==> config.mk <==
export PLATFORM = sky130hd
export DESIGN_NAME = rost_fifo
export DESIGN_NICKNAME = d
export VERILOG_FILES = /design/src/rtl/rost_pkg.sv /design/src/rtl/rost_fifo.sv
export SDC_FILE = /design/constraint.sdc
export NUM_CORES = 2
export LEC_CHECK = 0
export BUFFER_PORTS_ARGS = -buffer_cell sky130_fd_sc_hd__buf_2
export CAP_MARGIN = 20
export CORE_UTILIZATION = 40
export DETAILED_ROUTE_END_ITERATION = 8
export HOLD_SLACK_MARGIN = 0.1
export PLACE_DENSITY_LB_ADDON = 0.1
export SYNTH_ARGS = -nofsm -noshare
export SYNTH_HDL_FRONTEND = slang
export SYNTH_SLANG_ARGS = --single-unit
==> constraint.sdc <==
create_clock -name clk -period 29 [get_ports clk]
set_input_delay 2.9 -clock clk [delete_from_list [all_inputs] [get_ports clk]]
set_output_delay 2.9 -clock clk [all_outputs]
set_load 0.02 [all_outputs]
==> src/rtl/rost_pkg.sv <==
package rost_pkg;

  localparam int POS_W   = 20;
  localparam int VEC_W   = 16;
  localparam int DELTA_W = 21;
  localparam int PE_W    = 37;
  localparam int PF_W    = 32;
  localparam int E_W     = 39;
  localparam int F_W     = 34;
  localparam int N_W     = 40;
  localparam int FRAC_SH = 14;
  localparam int NUM_W   = 54;
  localparam int DEN_W   = 34;
  localparam int Q_W     = 20;
  localparam int T_W     = 22;
  localparam int DIV_LAT = Q_W + 1;
  localparam int QDEPTH  = 8;
  localparam int QAW     = 3;
  localparam int CLIP_W  = 20;

  // 0.001 in Q.28
  localparam logic [F_W-1:0] PAR_EPS = 34'd268435;

  localparam logic [CLIP_W-1:0] NEAR_RST = 20'd26;
  localparam logic [CLIP_W-1:0] FAR_RST  = 20'd256000;

  // register index decoded from paddr[2]
  localparam logic REG_NEAR = 1'b0;
  localparam logic REG_FAR  = 1'b1;

  typedef struct packed {
    logic [59:0] ray_origin;
    logic [47:0] ray_dir;
    logic [59:0] box_center;
    logic [47:0] box_axis_x;
    logic [47:0] box_axis_y;
    logic [47:0] box_axis_z;
    logic [59:0] box_min;
    logic [59:0] box_max;
  } rost_in_t;

  typedef struct packed {
    logic        hit;
    logic [19:0] hit_distance;
  } rost_out_t;

  // per-axis projections handed from front to back
  typedef struct packed {
    logic [2:0][E_W-1:0]   e;
    logic [2:0][F_W-1:0]   f;
    logic [2:0][POS_W-1:0] mn;
    logic [2:0][POS_W-1:0] mx;
  } slab_t;

  typedef struct packed {
    logic [2:0] par;
    logic [2:0] par_ok;
  } slab_flags_t;

  typedef struct packed {
    logic             sat;
    logic             neg;
    logic [DEN_W-1:0] r;
    logic [Q_W-1:0]   low;
    logic [DEN_W-1:0] den;
    logic [Q_W-1:0]   q;
  } div_stage_t;

endpackage

==> src/rtl/rost_fifo.sv <==
module rost_fifo (
  input  logic                  clk,
  input  logic                  rst,
  input  logic                  push,
  input  rost_pkg::slab_t       push_data,
  input  logic                  pop,
  output rost_pkg::slab_t       pop_data,
  output logic [rost_pkg::QAW:0] count,
  output logic                  empty
);

  localparam int AW = rost_pkg::QAW;

  rost_pkg::slab_t mem [rost_pkg::QDEPTH];
  logic [AW-1:0] wr_ptr;
  logic [AW-1:0] rd_ptr;

  assign empty    = (count == '0);
  assign pop_data = mem[rd_ptr];

  always_ff @(posedge clk) begin
    if (push) begin
      mem[wr_ptr] <= push_data;
    end
  end

  always_ff @(posedge clk) begin
    if (rst) begin
      wr_ptr <= '0;
      rd_ptr <= '0;
      count  <= '0;
    end else begin
      if (push) begin
        wr_ptr <= wr_ptr + 1'b1;
      end
      if (pop) begin
        rd_ptr <= rd_ptr + 1'b1;
      end
      if (push && !pop) begin
        count <= count + 1'b1;
      end else if (pop && !push) begin
        count <= count - 1'b1;
      end
    end
  end

endmodule

; Yosys cells after proc, flatten, opt, wreduce, memory -nomap -nowiden
; Memories as Yosys holds them, arrays and structs flattened. A register that Yosys moved wholly into a read port is not among the register bits.
; Cells that the tools add are included.
[classes]
n_reduce_logical = 6
add_sub_neg = 4
mul = 0
mux = 6
n_div = 0
eq_ne = 0
shifts = 0
bitwise_logic = 0
magnitude_cmp = 0
[op_table]
columns = op, n
row1 = $mux 4, 2
row2 = $add 3x1->3 const B, 2
row3 = $mux 3, 2
row4 = $add 4x1->4 const B, 1
row5 = $logic_not 4->1, 1
row6 = $sub 4x1->4 const B, 1
row7 = $logic_and 1x1->1, 2
row8 = $logic_not 1->1, 2
row9 = $mux 1, 2
row10 = $reduce_bool 2->1, 1
[totals]
mem_bits_ro = 0
elab_cells = 20
reg_bits = 10
mem_bits_rw = 2712
memories = 1
latch_bits = 0
[mem_list]
columns = memory, words, width, read_ports, rd_clocked_by_memory_dff, write_ports, line_no
row1 = mem, 8, 339, 1, 1, 1, rost_fifo.sv:14  ; rost_pkg::slab_t mem [rost_pkg::QDEPTH];

; Longest topological paths before layout
[logic_depth]
word_depth = 4
depth_mapped = 8
depth_no_buf = 8

; Worst setup path before layout
; No wires, ideal clock.
[synth_timing]
path_type = input to register
from = in push
to = mem mem[0][0] (netlist name) (enable)
n_path_buf = 0
required_time_ns = 27.544
setup_time_ns = 1.456
path_stages = 2
setup_slack_ns = 1.750
arrival_time_ns = 25.794
cell_sequence = nand2b_1 > nor3_1
[synth_via]
elab_chain_len = 2
[synth_lines]
columns = item, line_no
row1 = start: declaration, rost_fifo.sv:4  ; input logic push,
row2 = $mux 1, rost_fifo.sv:22  ; if (push) begin
row3 = $mux 1 (implied by the code), rost_fifo.sv:23  ; mem[wr_ptr] <= push_data;
row4 = end: declaration, rost_fifo.sv:14
; No other way between the ends.

==> flow_summary_export.csv <==
group,metric,value,unit
yosys,syn_nets,4335,
timing,timing.final.crit_share,0.2901,
yosys,yosys_warnings,0,
layout,layout.nets,5233,
clocking,cts_tree,"yes",
route,ant_nets,0,
yosys,synth_edf_count,2712,
timing,skew,0.06652,ns
placement,dp.cells,7938,
die,die-area,257600,µm²
critical_path,crit_required,26.10,ns
route,drt-initial-drc-count,3210,
yosys,yosysUniqueCellTypes,26,
power_and_ir_drop,power.switching_fraction,0.2207,
critical_path,arrival,5.51,ns
layout,nFillCells,21061,
power_and_ir_drop,clkPwrFrac,0.413,
global_routing,grt_max_degree,127,
clocking,cts_hold_buf,0,
yosys,synth-main-ff-cell,"edfxtp_1",
power_and_ir_drop,seq_power_share,0.503,
timing,period_minus_slack,8.412,ns
placement,port_buffers,686,
global_routing,grt.total_usage,0.1828,
power_and_ir_drop,p_int,6.888,mW
yosys,yosysTopAreaCellShare,0.7966,
die,core,254200,µm²
route,drt-pass1-iter-count,5,
run,drv_cap,0,
power_and_ir_drop,ir_worst_vdd,0.00005242,V
die,rows,185,
power_and_ir_drop,combPwrFrac,0.085,
route,drc,0,
yosys,async_flop_share,0,
clocking,clk_pin_slew,0.06,ns
yosys,syn_inst,3986,
power_and_ir_drop,p_switching,1.950,mW
die,ios,687,
timing,hold_viol_final,0,
global_routing,overflow,0,
global_routing,grt_pass1_vias,47286,
route,viasPerCell,5.316,
yosys,synth.avg_cell_area,25.65,µm²
die,fp.dieH,507.6,µm
critical_path,rrSetupSlack,24.21,ns
clocking,insertion_delay,0.90,ns
route,via_count,45247,
layout,final_cells,8511,
status,outcome,"finished, final reports clean",
critical_path,critical_path.max_fanout,44,
critical_path,critical_path.endpoint_type,"primary output",
timing,setup_tns,0,ns
route,routed_wl,236.5,mm
layout,fin_util,0.4688,
clocking,postCtsSetupRepairBufs,0,
clocking,htree_levels,5,
route,routedWlPerCell,27.79,µm
timing,rsz0062_at_grt,"false",
power_and_ir_drop,p_total,8.838,mW
yosys,synth_area_leaders,"edfxtp_1 (80%), mux4_2 (15%), mux2_2 (3.7%)",
worst_hold_path,hold_class,"register to register",
clocking,cts_buffers,309,
yosys,synth_area,102200,µm²
timing,worst_pin_slew,1.072,ns
clocking,clock-sinks,2725,
yosys,synth_largest_area_cell,"edfxtp_1",
timing,max_clock_freq,118.9,MHz
die,chipWidth,507.6,µm
clocking,ctsRootBufferMaster,"clkbuf_16",
clocking,cts_buffer_depth,4,
global_routing,grt_pass1_wl,341.7,mm
power_and_ir_drop,p_per_area,74.17,nW/µm²
critical_path,path_class,"register to primary output",
timing,holdWs,0.5153,ns
power_and_ir_drop,leakage,37.62,nW
timing,finalSetupViolCount,0,
global_routing,grt_antenna_before_repair,128,
yosys,ys_seq_elements,2725,
placement,hpwlAfterDp,131.6,mm
die,start_util,0.4023,
layout,area_growth,16.56,%
clocking,cts_repair_resize_count,0,
layout,drive_above_1_share,0.4317,
placement,gp_congestion,0.7154,
timing,slew_viol_final,0,
critical_path,critPathLaunchType,"register",
yosys,ys_seq_area_frac,0.7991,
timing,slew_headroom,0.2850,
-- area by class of cell --
type,count,area (µm²),area share
flip-flops and latches,2725,81710,0.6857
multi-input cells,1068,19470,0.1634
clock buffers,393,8154,0.06843
repair buffers,778,4269,0.03583
well taps,3366,4212,0.03534
clock inverters,137,1230,0.01032
diodes,42,105.1,0.0008820
inverters,2,7.507,0.00006300
-- cell usage after synthesis, types with 2 or more instances --
| cell | number |
|---|---|
| buf_1 | 33 |
| nor2_1 | 18 |
| buf_6 | 47 |
| a21oi_1 | 3 |
| dfxtp_1 | 13 |
| inv_1 | 2 |
| nand2b_1 | 4 |
| mux4_2 | 678 |
| clkbuf_1 | 80 |
| xnor2_1 | 2 |
| ha_1 | 5 |
| mux2i_1 | 3 |
| xor2_1 | 3 |
| buf_2 | 30 |
| nand2_1 | 4 |
| edfxtp_1 | 2712 |
| mux2_2 | 339 |
| nor3_1 | 2 |
-- state kept, by name, summed over array words and instances (netlist names), named ones only --
signal,cells
mem,2712
count,4
rd_ptr,3
wr_ptr,3
-- kinds of logic after synthesis --
kind of cell / synth area share
AOI/OAI and AO/OA: 0.0002815
xor gates and xnor gates: 0.0004284
adders and majority gates: 0.0008077
buffers and inverters: 0.01094
DFF: 0.7991
muxes: 0.1871
and+or+nand+nor: 0.001322
-- cell usage in the layout (no fill, tap or decap), types with 12 or more instances in the layout --
cell / count
clkbuf_1: 79
buf_4: 81
clkinv_2: 45
clkbuf_16: 314
nor2_1: 12
mux4_2: 678
bufinv_16: 20
diode_2: 42
buf_2: 686
mux2_2: 339
edfxtp_1: 2712
clkinv_1: 54
-- power groups by stage --
stage / clock network [mW] / registers [mW] / logic [mW]
after floorplan: 0 / 4.57 / 0.490
after global placement: 0 / 4.52 / 0.766
after detailed placement: 0 / 4.52 / 0.770
after CTS: 3.75 / 4.44 / 0.772
after global routing: 3.89 / 4.45 / 0.806
final: 3.65 / 4.44 / 0.749
-- metal layers --
| metal | GRT usage | vias to the layer above | share of wire |
|---|---|---|---|
| met5 | 0 | - | 0.0028 |
| met4 | 0.04984 | 98 | 0.026 |
| met3 | 0.06014 | 496 | 0.076 |
| met2 | 0.2930 | 1179 | 0.48 |
| met1 | 0.2388 | 24374 | 0.41 |
| li1 | - | 19100 | - |
-- final timing paths --
path | to | startpoint | cells after the start
setup / recovery | pop_data[160] | register | 6
hold / removal | wr_ptr[0] | wr_ptr[0] | 2
setup reg to reg | mem[3][48] | wr_ptr[1] | 6
hold reg to reg | wr_ptr[0] | wr_ptr[0] | 2
-- per-stage QoR --
stage	setup WS [ns]	instance area, µm²
after global routing	19.98	119100
after detailed placement	21.26	109600
after floorplan	1.750	102200
after CTS	20.25	119000
final	20.59	119200
after global placement	21.26	109600
-- critical path, stage by stage (launching register included) --
cell and delay, ns:
dfxtp_4 0.80, buf_4 0.83, buf_4 0.82, buf_4 0.85
mux4_2 0.61, mux2_2 0.33, buf_2 0.18
(Power assumes the default switching activity.)
